<file path="src/hw/rtl/wesp_pkg.sv">
`timescale 1ns / 1ps

package wesp_pkg;

  // field widths
  localparam int DELTA_W  = 18;
  localparam int PERIOD_W = 16;
  localparam int SPEED_W  = 31;

  // mm/s scale from um per us
  localparam int SCALE   = 1000;
  localparam int SCALE_W = 10;

  localparam int WINDOW_SIZE_DEFAULT = 5;

  localparam logic [PERIOD_W-1:0] PERIOD_RESET = 16'd10000;

endpackage

</file>
<file path="src/hw/rtl/windowed_encoder_speed_estimator.sv">
`timescale 1ns / 1ps

// channel   dir  handshake                 payload
// s_axis    in   s_tvalid / s_tready       s_tdata delta_um, s_tuser clear_window
// m_axis    out  m_tvalid / m_tready       m_tdata speed_mm_per_s
// cfg       in   cfg_valid / cfg_ready     cfg_data sample_period_us
//
// an accepted word passes the ring update, the scale and divisor product, the
// restoring divider with one quotient bit per cycle over the MAG_W = SUM_W + 10
// dividend bits, then the output register; a clear_window word skips to that with zero.
// the next word is taken only once the result has reached the output register.
// reset clears the window, the handshake state and loads a period of 10000 us.
// a waiting result lets one more word in, whose result then stalls in the final step.

module windowed_encoder_speed_estimator #(
  parameter int WINDOW_SIZE = wesp_pkg::WINDOW_SIZE_DEFAULT
) (
  input  logic                          clk,
  input  logic                          rst,
  // slave side
  input  logic                          s_tvalid,
  output logic                          s_tready,
  input  logic [23:0]                   s_tdata,   // [17:0] delta_um, rest zero
  input  logic [0:0]                    s_tuser,   // [0] clear_window
  // master side
  output logic                          m_tvalid,
  input  logic                          m_tready,
  output logic [31:0]                   m_tdata,   // [30:0] speed_mm_per_s, [31] zero
  // configuration
  input  logic                          cfg_valid,
  output logic                          cfg_ready,
  input  logic [wesp_pkg::PERIOD_W-1:0] cfg_data   // [15:0] sample_period_us
);

  localparam int DELTA_W  = wesp_pkg::DELTA_W;
  localparam int PERIOD_W = wesp_pkg::PERIOD_W;
  localparam int SPEED_W  = wesp_pkg::SPEED_W;
  // running sum of the window, signed
  localparam int SUM_W    = DELTA_W + $clog2(WINDOW_SIZE);
  // magnitude of sum times scale
  localparam int MAG_W    = SUM_W + wesp_pkg::SCALE_W;
  localparam int FILL_W   = $clog2(WINDOW_SIZE + 1);
  localparam int SLOT_W   = (WINDOW_SIZE > 1) ? $clog2(WINDOW_SIZE) : 1;
  localparam int DIV_W    = FILL_W + PERIOD_W;
  localparam int CNT_W    = $clog2(MAG_W + 1);
  localparam int EXT_W    = ((MAG_W > SPEED_W) ? MAG_W : SPEED_W) + 1;

  typedef enum logic [2:0] {
    ST_IDLE,
    ST_UPDATE,
    ST_PREP,
    ST_DIV,
    ST_FIN
  } state_t;

  state_t                state;
  logic [PERIOD_W-1:0]   period;
  logic [DELTA_W-1:0]    delta;
  logic                  clr;
  logic [DELTA_W-1:0]    ring [WINDOW_SIZE];
  logic [DELTA_W-1:0]    oldest;
  logic signed [SUM_W-1:0] window_sum;
  logic [SLOT_W-1:0]     write_slot;
  logic [FILL_W-1:0]     fill_count;
  logic                  neg;
  logic [MAG_W-1:0]      dvd;
  logic [DIV_W-1:0]      rem;
  logic [DIV_W-1:0]      dvsr;
  logic [CNT_W-1:0]      cnt;
  logic [SPEED_W-1:0]    speed;

  logic                  in_acc;
  logic                  full;
  logic signed [SUM_W-1:0] sum_next;
  logic [SUM_W-1:0]      sum_mag;
  logic [PERIOD_W-1:0]   period_eff;
  logic [DIV_W:0]        rem_shift;
  logic                  q_bit;
  logic [EXT_W-1:0]      qx;
  logic [EXT_W-1:0]      pos_max;
  logic [EXT_W-1:0]      neg_max;
  logic [EXT_W-1:0]      res_ext;

  // no word or register write is taken while in reset
  assign s_tready  = !rst && (state == ST_IDLE);
  assign in_acc    = s_tvalid && s_tready;
  assign cfg_ready = !rst;
  assign m_tdata   = {1'b0, speed};

  // oldest sample leaves once the window is full
  assign full     = (fill_count == FILL_W'(WINDOW_SIZE));
  assign sum_next = window_sum
                  - (full ? SUM_W'(signed'(oldest)) : SUM_W'(0))
                  + SUM_W'(signed'(delta));

  assign sum_mag    = window_sum[SUM_W-1] ? SUM_W'(-window_sum) : SUM_W'(window_sum);
  assign period_eff = (period == '0) ? PERIOD_W'(1) : period;

  // restoring divider, one quotient bit per cycle
  assign rem_shift = {rem, dvd[MAG_W-1]};
  assign q_bit     = (rem_shift >= {1'b0, dvsr});

  // saturate magnitude, then apply sign
  assign qx      = EXT_W'(dvd);
  assign pos_max = (EXT_W'(1) << (SPEED_W - 1)) - EXT_W'(1);
  assign neg_max = EXT_W'(1) << (SPEED_W - 1);
  always_comb begin
    if (neg) begin
      res_ext = (qx > neg_max) ? -neg_max : -qx;
    end else begin
      res_ext = (qx > pos_max) ? pos_max : qx;
    end
  end

  // sample ring, registered read of the slot about to be overwritten
  always_ff @(posedge clk) begin
    if (in_acc) begin
      oldest <= ring[write_slot];
    end
    if (state == ST_UPDATE) begin
      ring[write_slot] <= delta;
    end
  end

  always_ff @(posedge clk) begin
    if (rst) begin
      state      <= ST_IDLE;
      period     <= wesp_pkg::PERIOD_RESET;
      window_sum <= '0;
      write_slot <= '0;
      fill_count <= '0;
      m_tvalid   <= 1'b0;
    end else begin
      if (cfg_valid && cfg_ready) begin
        period <= cfg_data;
      end
      // the final step sets valid itself when it hands over a new result
      if (m_tvalid && m_tready && state != ST_FIN) begin
        m_tvalid <= 1'b0;
      end
      case (state)
        ST_IDLE: begin
          if (in_acc) begin
            delta <= s_tdata[DELTA_W-1:0];
            clr   <= s_tuser[0];
            state <= ST_UPDATE;
          end
        end
        ST_UPDATE: begin
          if (clr) begin
            // window empties, result forced to zero
            window_sum <= '0;
            write_slot <= '0;
            fill_count <= '0;
            dvd        <= '0;
            neg        <= 1'b0;
            state      <= ST_FIN;
          end else begin
            window_sum <= sum_next;
            write_slot <= (write_slot == SLOT_W'(WINDOW_SIZE - 1)) ? '0
                        : write_slot + SLOT_W'(1);
            if (!full) begin
              fill_count <= fill_count + FILL_W'(1);
            end
            state <= ST_PREP;
          end
        end
        ST_PREP: begin
          neg   <= window_sum[SUM_W-1];
          dvd   <= MAG_W'(sum_mag) * MAG_W'(wesp_pkg::SCALE);
          dvsr  <= DIV_W'(fill_count) * DIV_W'(period_eff);
          rem   <= '0;
          cnt   <= CNT_W'(MAG_W);
          state <= ST_DIV;
        end
        ST_DIV: begin
          rem <= q_bit ? DIV_W'(rem_shift - {1'b0, dvsr}) : rem_shift[DIV_W-1:0];
          dvd <= {dvd[MAG_W-2:0], q_bit};
          cnt <= cnt - CNT_W'(1);
          if (cnt == CNT_W'(1)) begin
            state <= ST_FIN;
          end
        end
        ST_FIN: begin
          if (!m_tvalid || m_tready) begin
            speed    <= res_ext[SPEED_W-1:0];
            m_tvalid <= 1'b1;
            state    <= ST_IDLE;
          end
        end
        default: begin
          state <= ST_IDLE;
        end
      endcase
    end
  end

  a_fill_bound: assert property (@(posedge clk) disable iff (rst)
    fill_count <= FILL_W'(WINDOW_SIZE))
    else $error("fill count beyond window");

  a_slot_bound: assert property (@(posedge clk) disable iff (rst)
    write_slot <= SLOT_W'(WINDOW_SIZE - 1))
    else $error("write slot beyond window");

  a_div_nonzero: assert property (@(posedge clk) disable iff (rst)
    (state == ST_DIV) |-> (dvsr != '0))
    else $error("divide by zero");

  a_clear_empties: assert property (@(posedge clk) disable iff (rst)
    (state == ST_UPDATE && clr) |=> (fill_count == '0 && window_sum == '0))
    else $error("clear left window state");

  a_rem_below: assert property (@(posedge clk) disable iff (rst)
    (state == ST_DIV) |-> (rem < dvsr))
    else $error("remainder not below divisor");

endmodule
</file>
<file path="config.mk">
export PLATFORM = sky130hd
export DESIGN_NAME = windowed_encoder_speed_estimator
export DESIGN_NICKNAME = d
export VERILOG_FILES = /design/src/hw/rtl/wesp_pkg.sv /design/src/hw/rtl/windowed_encoder_speed_estimator.sv
export SDC_FILE = /design/constraint.sdc
export NUM_CORES = 1
export LEC_CHECK = 0
export BUFFER_PORTS_ARGS = -buffer_cell sky130_fd_sc_hd__buf_4
export CAP_MARGIN = 25
export CORE_MARGIN = 2
export CORE_UTILIZATION = 30
export DETAILED_ROUTE_END_ITERATION = 12
export SYNTH_ARGS = -nofsm -noshare
export SYNTH_HDL_FRONTEND = slang
export SYNTH_SLANG_ARGS = --single-unit
</file>
<file path="constraint.sdc">
create_clock -name clk -period 8 [get_ports clk]
set_clock_uncertainty 0.1 [all_clocks]
set_input_delay 0.8 -clock clk [delete_from_list [all_inputs] [get_ports clk]]
set_output_delay 0.8 -clock clk [all_outputs]
set_load 0.05 [all_outputs]
</file>
# == After elaboration in Yosys (flattened, before gate mapping) ==
# Memories as Yosys holds them, arrays and structs flattened. A register that Yosys moved wholly into a read port is not among the register bits.
# Index checks and enable logic that the tools add are counted.
# op_classes
addsub,8
multipliers,2
n_lt_le_gt_ge,3
eq_ne,13
mux,28
bitwise_logic,1
n_reduce_logical,21
# ops
operator,count
31-bit two-way mux,4
31-bit case mux with 3 select lines,1
21-bit two-way mux,3
19-bit case mux with 2 select lines,1
31-bit by 30-bit greater-than comparator with 1-bit output (second input constant),1
31-bit greater-than comparator (second input constant),1
31-bit negator,1
21-bit by 7-bit multiplier with 28-bit output (second input constant),1
3-bit two-way mux,8
21-bit by 18-bit adder with 21-bit output,1
21-bit negator,1
21-bit subtractor,1
20-bit by 19-bit greater-or-equal comparator with 1-bit output,1
3-bit by 16-bit multiplier with 19-bit output,1
19-bit two-way mux,1
19-bit subtractor,1
16-bit logical NOT,1
16-bit two-way mux,1
3-bit case mux with 5 select lines,1
3-bit AND reduction,5
2-bit != test (second input constant),5
5-bit case mux with 2 select lines,1
3-bit == test (second input constant),3
3-bit by 1-bit adder with 3-bit output (second input constant),2
other kinds (15),29
# totals
register_bits,172
ramBits,90
input_bits,46
memories,1
# mem_list
name,depth,word_bits,read_ports,rd_ports_with_merged_regs,write_ports,line_no,rtl
ring,5,18,1,1,1,windowed_encoder_speed_estimator.sv:60,logic [DELTA_W-1:0] ring [WINDOW_SIZE];

# == Longest topological paths before layout ==
# Gate-level depths: netlist of the first run.
# logic_depth
depth_word,5
depth_mapped,25

# == Least setup slack after synthesis of the first run ==
# OpenSTA, ideal clock, no wires.
# synth_path
path_type,register to register
start,register window_sum[4]
end,"register dvd[28], data pin"
setup_ps,264
arrival_ps,5425
required_ps,7636
setup_slack_ps,2210
stages_incl_launch_ff,24
n_path_buf,0
period_less_slack_ps,5790
path_cell_list,dfxtp_1 -> nor4_1 -> nand2_1 -> nor3_4 -> nand2_1 -> nor3_1 -> nor2_1 -> xnor2_1 -> fa_1 -> inv_1 -> fa_1 -> fa_1 -> fa_1 -> inv_1 -> ha_1 -> a21oi_1 -> o21ai_0 -> a21o_1 -> a21oi_1 -> o21a_1 -> o21ai_0 -> a21oi_1 -> xor2_1 -> o21ai_0
# synth_via
elab_chain_len,4
# synth_rtl
item,line_no,rtl
from (decl),windowed_encoder_speed_estimator.sv:62,logic signed [SUM_W-1:0] window_sum;
from (signal assigned),windowed_encoder_speed_estimator.sv:159,window_sum <= sum_next;
21-bit negator,windowed_encoder_speed_estimator.sv:96,assign sum_mag = window_sum[SUM_W-1] ? SUM_W'(-window_sum) : SUM_W'(window_sum);
21-bit two-way mux (*),windowed_encoder_speed_estimator.sv:96,
21-bit by 7-bit multiplier with 28-bit output (*),windowed_encoder_speed_estimator.sv:170,dvd <= MAG_W'(sum_mag) * MAG_W'(wesp_pkg::SCALE);
31-bit case mux with 3 select lines (*),windowed_encoder_speed_estimator.sv:141,case (state)
to (signal assigned),windowed_encoder_speed_estimator.sv:170,
to (signal assigned),windowed_encoder_speed_estimator.sv:178,"dvd <= {dvd[MAG_W-2:0], q_bit};"
to (decl),windowed_encoder_speed_estimator.sv:66,logic [MAG_W-1:0] dvd;
# Every way passes the cells marked *; elsewhere a longest branch is shown, timed or not.
# A chain may end at the register's enable or synchronous reset.

# == Worst setup path after layout of the first run ==
# Ends and elaborated chain as after synthesis.

==> results.sh, run 1 <==
export IMPL_status="complete, no violations"
export IMPL_ys_seq_area_share_pct=41.5
export IMPL_synth_avg_cell_area_um2=10.2
export IMPL_worst_r2r_cell_count=23
export IMPL_via_count=13180
export IMPL_drive_above_1_share_pct=8.84
export IMPL_cp_num_buf_inv=2
export IMPL_portBuffers=73
export IMPL_cp_required_ns=8.21
export IMPL_slowest_delay_ns=0.64
export IMPL_numCtsBuffers=31
export IMPL_maxCapViolCount=0
export IMPL_reg2reg_slack_ns=1.45
export IMPL_grt_ovfl_total=0
export IMPL_p_per_area_mw_per_mm2=218
export IMPL_track_usage_pct=11.9
export IMPL_vias_per_cell=4.70
export IMPL_antenna_cells=0
export IMPL_min_to="delta[1]"
export IMPL_synth_edf_count=233
export IMPL_r2r_start="window_sum[4]"
export IMPL_cts_hold_buffers=0
export IMPL_setup_tns_ns=0
export IMPL_final_util_pct=34.3
export IMPL_cts_path_max_buffers=3
export IMPL_cts_root_buffer="clkbuf_16"
export IMPL_grt_pass1_wl_um=66000
export IMPL_period_share_pct=81.8
export IMPL_synth_warnings=0
export IMPL_yosys_most_used_dff="edfxtp_1"
export IMPL_mappedNetlistArea_mm2=0.0191
export IMPL_p_leak_nw=8.79
export IMPL_critical_path_top_delay_family="adder cells"
export IMPL_crit_type="flip-flop to flip-flop"
export IMPL_die_h_um=257
export IMPL_dpl_hpwl_um=30300
export IMPL_gp_congestion=0.826
export IMPL_rows=92
export IMPL_hold_violations=0
export IMPL_hold_path_class="primary input to flip-flop"
export IMPL_r2r_end="dvd[28]"
export IMPL_dieArea_mm2=0.0658
export IMPL_area_growth_pct=13.0
export IMPL_setup_viol=0
export IMPL_period_needed_ns=6.55
export IMPL_ys_seq_elements=280
export IMPL_synthDistinctLibCells=83
export IMPL_synthesis_nets=2148
export IMPL_die_w_um=257
export IMPL_arrival_ns=6.76
export IMPL_cp_start_kind="flip-flop"
export IMPL_final_nets=2204
export IMPL_synthArstFlopShare_pct=0
export IMPL_core_mm2=0.0631
export IMPL_end_kind="flip-flop"
export IMPL_clk_latency_ns=0.60
export IMPL_worstPathCellList="nor4_1 > nand2_1 > nor3_4 > nand2_1 > nor3_1 > nor2_1 > xnor2_1 > fa_1 > inv_1 > fa_1 > fa_1 > fa_1 > inv_1 > ha_1 > a21oi_1 > o21ai_0 > a21o_1 > a21oi_1 > o21a_1 > o21ai_0 > a21oi_1 > xor2_1 > o21ai_0"
export IMPL_cts_tree="yes"
export IMPL_holdWs_ns=0.272
export IMPL_initial_core_util_pct=30.3
export IMPL_relSlewSlack_pct=38.5
export IMPL_ant_nets=0
export IMPL_drtIter0Drc=641
export IMPL_peakVddDrop_v=0.000164
export IMPL_slew_violations=0
export IMPL_synth_cells=1877
export IMPL_p_total_mw=4.72
export IMPL_drt_total_wl_um=39800
export IMPL_crit_path_frequent_cell="fa_1"
export IMPL_wl_per_cell_um=14.2
export IMPL_clk_pin_slew_ns=0.06
export IMPL_grt_pass1_vias=12952
export IMPL_max_freq_mhz=153
export IMPL_hp_start="s_tdata[1]"
export IMPL_ioPinCount=81
export IMPL_clock_sinks=280
export IMPL_cp_max_fo=6
export IMPL_cpMaxStageDelayCell="xnor2_1"
export IMPL_drc=0
export IMPL_worstHoldPathCells=1
export IMPL_fin_cells=2803
export IMPL_placed_cells=2744
export IMPL_antenna_found_initial=0
export IMPL_cts_resized=0
export IMPL_firstDrtPassIters=5
export IMPL_grt_max_degree=40
export IMPL_worst_pin_slew_ns=0.922
export IMPL_cts_max_level=1
export IMPL_cts_setup_buffers=0
export IMPL_rsz0062_at_grt="false"
[flip-flops by register name (all words and copies together) (netlist names)]
name        cells
oldest         18
m_tvalid        1
write_slot      3
dvsr           19
neg             1
cnt             5
clr             1
ring           90
window_sum     21
period         16
dvd            31
speed          31
delta          18
state           3
fill_count      3
rem            19
[worst max-delay path by stage]
stage / end / cells past startpoint / startpoint
final: dvd[28] / 23 / window_sum[4]
after global routing: dvd[28] / 23 / window_sum[4]
after CTS: dvd[28] / 23 / window_sum[4]
after detailed placement: dvd[28] / 23 / window_sum[4]
after global placement: dvd[26] / 24 / window_sum[0]
after floorplan: dvd[28] / 23 / window_sum[4]
[kinds of logic (layout without fill, tap and decap cells)]
group	after synthesis	after routing	share of synthesized area (%)
AOI/OAI and AO/OA	398	398	13.0
and+or+nand+nor	499	499	12.6
xor gates and xnor gates	101	101	4.70
DFF	280	280	41.5
buffers and inverters	318	398	6.35
adders and majority gates	230	230	18.9
muxes	50	50	2.83
other	1	1	0.0196
[worst register-to-register path, stage by stage, from the launching register on]
cell     delay, ns
dfxtp_1       0.37
nor4_1        0.38
nand2_1       0.23
nor3_4        0.27
nand2_1       0.15
nor3_1        0.15
nor2_1        0.07
xnor2_1       0.64
fa_1          0.52
inv_1         0.08
fa_1          0.43
fa_1          0.49
fa_1          0.51
inv_1         0.04
ha_1          0.37
a21oi_1       0.20
o21ai_0       0.14
a21o_1        0.21
a21oi_1       0.19
o21a_1        0.16
o21ai_0       0.11
a21oi_1       0.20
xor2_1        0.17
o21ai_0       0.08
[report_power, final]
| group | internal (mW) | total [mW] | switching (mW) |
|---|---|---|---|
| Sequential | 1.68 | 1.76 | 0.0821 |
| Combinational | 0.620 | 1.55 | 0.929 |
| Clock | 0.788 | 1.40 | 0.616 |
[cell usage after synthesis, types with 9 or more instances]
library cell  number  share of area, %
nor3_1            32              0.84
fa_1             101                11
clkbuf_1          60               1.2
a21o_1            46               1.8
and2_1             9              0.29
o21ai_1           12              0.31
o31ai_1           10              0.39
and3_1            29              0.95
a31oi_1           17              0.56
xnor2_1           77               3.5
nand3_1           25              0.65
ha_1             124               8.1
dfxtp_1           47               4.9
mux2i_1           44               2.3
o21a_1            10              0.39
nor2b_1           13              0.43
nand2_1          170               3.3
a22oi_1           21              0.82
a22o_1            12              0.55
xor2_1            22               1.0
o21ai_0           92               2.4
o311ai_1          15              0.69
edfxtp_1         233                37
nor4_1            12              0.39
nand4_1           15              0.49
nor2_1           125               2.5
a211oi_1           9              0.35
inv_1            248               4.9
a21oi_1          119               3.1
nand2b_1          16              0.52
[layout by cell type (no fill, tap or decap), types with 8 or more instances in the layout]
master	instances
nand2b_1	16
ha_1	124
and3_1	29
o21a_1	10
a21oi_1	119
mux2i_1	44
nor2_1	125
nand3_1	25
edfxtp_1	233
inv_1	248
clkbuf_1	8
nand2_1	170
o21ai_0	92
a22o_1	12
a211oi_1	9
o31ai_1	10
a22oi_1	21
nor2b_1	13
buf_4	90
a31oi_1	17
nor4_1	11
o21ai_1	12
a21o_1	46
xnor2_1	77
fa_1	101
or3_1	8
or2_2	8
xor2_1	22
nor3_1	30
clkbuf_16	31
o311ai_1	15
dfxtp_1	47
and2_1	9
nand4_1	15
[metrics by stage]
stage                     area [um^2]  setup WS [ns]
after global routing            21600          0.815
after detailed placement        20600           1.41
after global placement          20600           1.47
after CTS                       21600           1.38
final                           21600           1.45
after floorplan                 19100           2.21
[area by class of cell]
type                    count  area [um^2]
multi-input cells        1279        10000
well taps                 846         1060
fillers                  6389        41500
flip-flops and latches    280         7940
clock inverters            18          181
clock buffers              39          806
repair buffers             92          708
inverters                 249          935
[per-layer routing]
layer / vias up / part of all wire, % / global-route usage, %
met5: - / 0 / 0
met4: 0 / 2.0 / 2.94
met3: 51 / 3.9 / 1.69
met2: 226 / 45 / 19.1
met1: 6253 / 49 / 16.9
li1: 6650 / - / -
(Power assumes the default switching activity.)
==> run 2, diff against run 1 <==
- clock period: 8 -> 6.1 ns (I/O delays scaled with it)
==> results.sh, run 2 (synthesis gave the netlist of run 1 again) <==
export IMPL_status="complete, no violations"
export IMPL_numCtsBuffers=34
export IMPL_drtIter0Drc=640
export IMPL_cpMaxStageDelayCell="fa_1"
export IMPL_period_needed_ns=5.85
export IMPL_dieArea_mm2=0.0658
export IMPL_p_leak_nw=9.02
export IMPL_antenna_found_initial=0
export IMPL_setup_ws_ns=0.247
export IMPL_drive_above_1_share_pct=11.8
export IMPL_clock_sinks=280
export IMPL_r2r_start="window_sum[3]"
export IMPL_p_per_area_mw_per_mm2=294
export IMPL_ant_nets=0
export IMPL_peakVddDrop_v=0.000213
export IMPL_p_total_mw=6.50
export IMPL_wl_per_cell_um=14.2
export IMPL_cts_root_buffer="clkbuf_16"
export IMPL_clk_latency_ns=0.56
export IMPL_place_ws_ns=-0.00592
export IMPL_critical_path_top_delay_family="adder cells"
export IMPL_maxCapViolCount=0
export IMPL_max_freq_mhz=171
export IMPL_rows=92
export IMPL_worst_r2r_cell_count=24
export IMPL_clk_pin_slew_ns=0.06
export IMPL_vias_per_cell=4.70
export IMPL_r2r_end="dvd[28]"
export IMPL_arrival_ns=6.02
export IMPL_gp_congestion=0.837
export IMPL_area_growth_pct=15.6
export IMPL_slowest_delay_ns=0.54
export IMPL_period_share_pct=95.9
export IMPL_holdWs_ns=0.125
export IMPL_portBuffers=73
export IMPL_drc=0
export IMPL_drt_total_wl_um=40200
export IMPL_cts_max_level=2
export IMPL_cts_tree="yes"
export IMPL_largest_register="ring"
export IMPL_track_usage_pct=12.1
export IMPL_crit_type="flip-flop to flip-flop"
export IMPL_grt_max_degree=40
export IMPL_slew_violations=0
export IMPL_firstDrtPassIters=5
export IMPL_placed_cells=2772
export IMPL_fillers=6398
export IMPL_reg2reg_slack_ns=0.25
export IMPL_worstPathCellList="nor4_2 > nand2_1 > nor3_4 > nand2_2 > nor3_1 > nor2_1 > xnor2_2 > xor2_1 > ha_1 > inv_1 > fa_1 > fa_1 > fa_1 > inv_1 > ha_1 > a21oi_2 > o21ai_0 > a21o_1 > a21oi_2 > o21a_1 > o21ai_0 > a21oi_1 > xor2_1 > o21ai_0"
export IMPL_rsz0062_at_grt="true"
export IMPL_hold_path_class="primary input to flip-flop"
export IMPL_final_nets=2239
export IMPL_cp_start_kind="flip-flop"
export IMPL_hp_start="s_tdata[8]"
export IMPL_grt_pass1_wl_um=66500
export IMPL_reg_largest_list="ring (90), dvd (31), speed (31)"
export IMPL_most_common_layout_cells="inv_1, edfxtp_1, nand2_1"
export IMPL_die_h_um=257
export IMPL_core_mm2=0.0631
export IMPL_cp_max_fo=6
export IMPL_fin_cells=2840
export IMPL_setup_tns_ns=0
export IMPL_worstHoldPathCells=1
export IMPL_die_w_um=257
export IMPL_via_count=13354
export IMPL_cp_required_ns=6.26
export IMPL_cts_path_max_buffers=3
export IMPL_end_kind="flip-flop"
export IMPL_worst_pin_slew_ns=0.996
export IMPL_relSlewSlack_pct=33.5
export IMPL_antenna_cells=0
export IMPL_grt_ovfl_total=0
export IMPL_final_common_cell="inv_1"
export IMPL_largest_reg_flops=90
export IMPL_setup_viol=0
export IMPL_dpl_hpwl_um=30600
export IMPL_cp_num_buf_inv=2
export IMPL_initial_core_util_pct=30.3
export IMPL_hold_violations=0
export IMPL_min_to="delta[8]"
export IMPL_grt_pass1_vias=13345
export IMPL_ioPinCount=81
## run 2: cell count changes in the layout (fill, tap and decap cells not counted), moves of 5 or more
cell      before  now
xnor2_1       77   72
a21oi_1      119  114
xnor2_2        2    7
clkbuf_1       8    2
buf_4         90  123
a21oi_2        1    6
## run 2: worst max-delay path by stage
stage	startpoint	to	slack, ns	cells past startpoint
after floorplan	window_sum[4]	dvd[28]	0.31	23
after global placement	window_sum[3]	dvd[28]	0.12	24
after detailed placement	window_sum[3]	dvd[28]	-0.006	24
after CTS	window_sum[3]	dvd[28]	0.03	23
after global routing	window_sum[3]	dvd[28]	-0.11	24
final	window_sum[3]	dvd[28]	0.25	24
## run 2: metrics by stage
step / util (%) / instance area, um^2
CTS: 34.8 / 22000
finish: 35.1 / 22100
detailed placement: 33.0 / 20800
global route: 35.1 / 22100
global placement: 33.0 / 20800
floorplan: - / 19100
## run 2: worst register-to-register path: stages (launching register included)
cell	delay (ns)
dfxtp_1	0.35
nor4_2	0.30
nand2_1	0.16
nor3_4	0.32
nand2_2	0.12
nor3_1	0.14
nor2_1	0.09
xnor2_2	0.21
xor2_1	0.24
ha_1	0.27
inv_1	0.08
fa_1	0.44
fa_1	0.50
fa_1	0.54
inv_1	0.04
ha_1	0.37
a21oi_2	0.18
o21ai_0	0.12
a21o_1	0.21
a21oi_2	0.17
o21a_1	0.14
o21ai_0	0.07
a21oi_1	0.16
xor2_1	0.16
o21ai_0	0.08
## run 2: area by class of cell
cell class | count | area (um^2) | area share [%]
Clock buffer | 36 | 858 | 3.88
Clock inverter | 26 | 268 | 1.21
Multi-Input combinational cell | 1279 | 10100 | 45.8
Inverter | 249 | 935 | 4.23
Sequential cell | 280 | 7940 | 35.9
Tap cell | 846 | 1060 | 4.79
Timing Repair Buffer | 124 | 928 | 4.20
## run 2: metal layers
| layer | up-vias | wire length (um) | track usage (%) | part of all wire, % |
|---|---|---|---|---|
| met3 | 60 | 1350 | 1.97 | 3.4 |
| met4 | 0 | 843 | 3.59 | 2.1 |
| met2 | 211 | 18300 | 19.9 | 45 |
| met1 | 6355 | 19700 | 16.3 | 49 |
| li1 | 6728 | - | - | - |
| met5 | - | 0 | 0 | 0 |
## run 2: report_power, final
part / switching (mW) / total, mW / leakage, nW / internal [mW]
Clock: 0.855 / 2.03 / 0.542 / 1.17
Sequential: 0.0984 / 2.30 / 2.51 / 2.20
Combinational: 1.27 / 2.17 / 5.97 / 0.899
Total: 2.22 / 6.50 / 9.02 / 4.28
## run 2: what timing repair did
action | in CTS | in global routing
hold buffers | 0 | 0
setup endpoints to repair | 1 | 8
resized for setup | 0 | 26
pin swaps | 1 | 6
setup buffers | 1 | 4
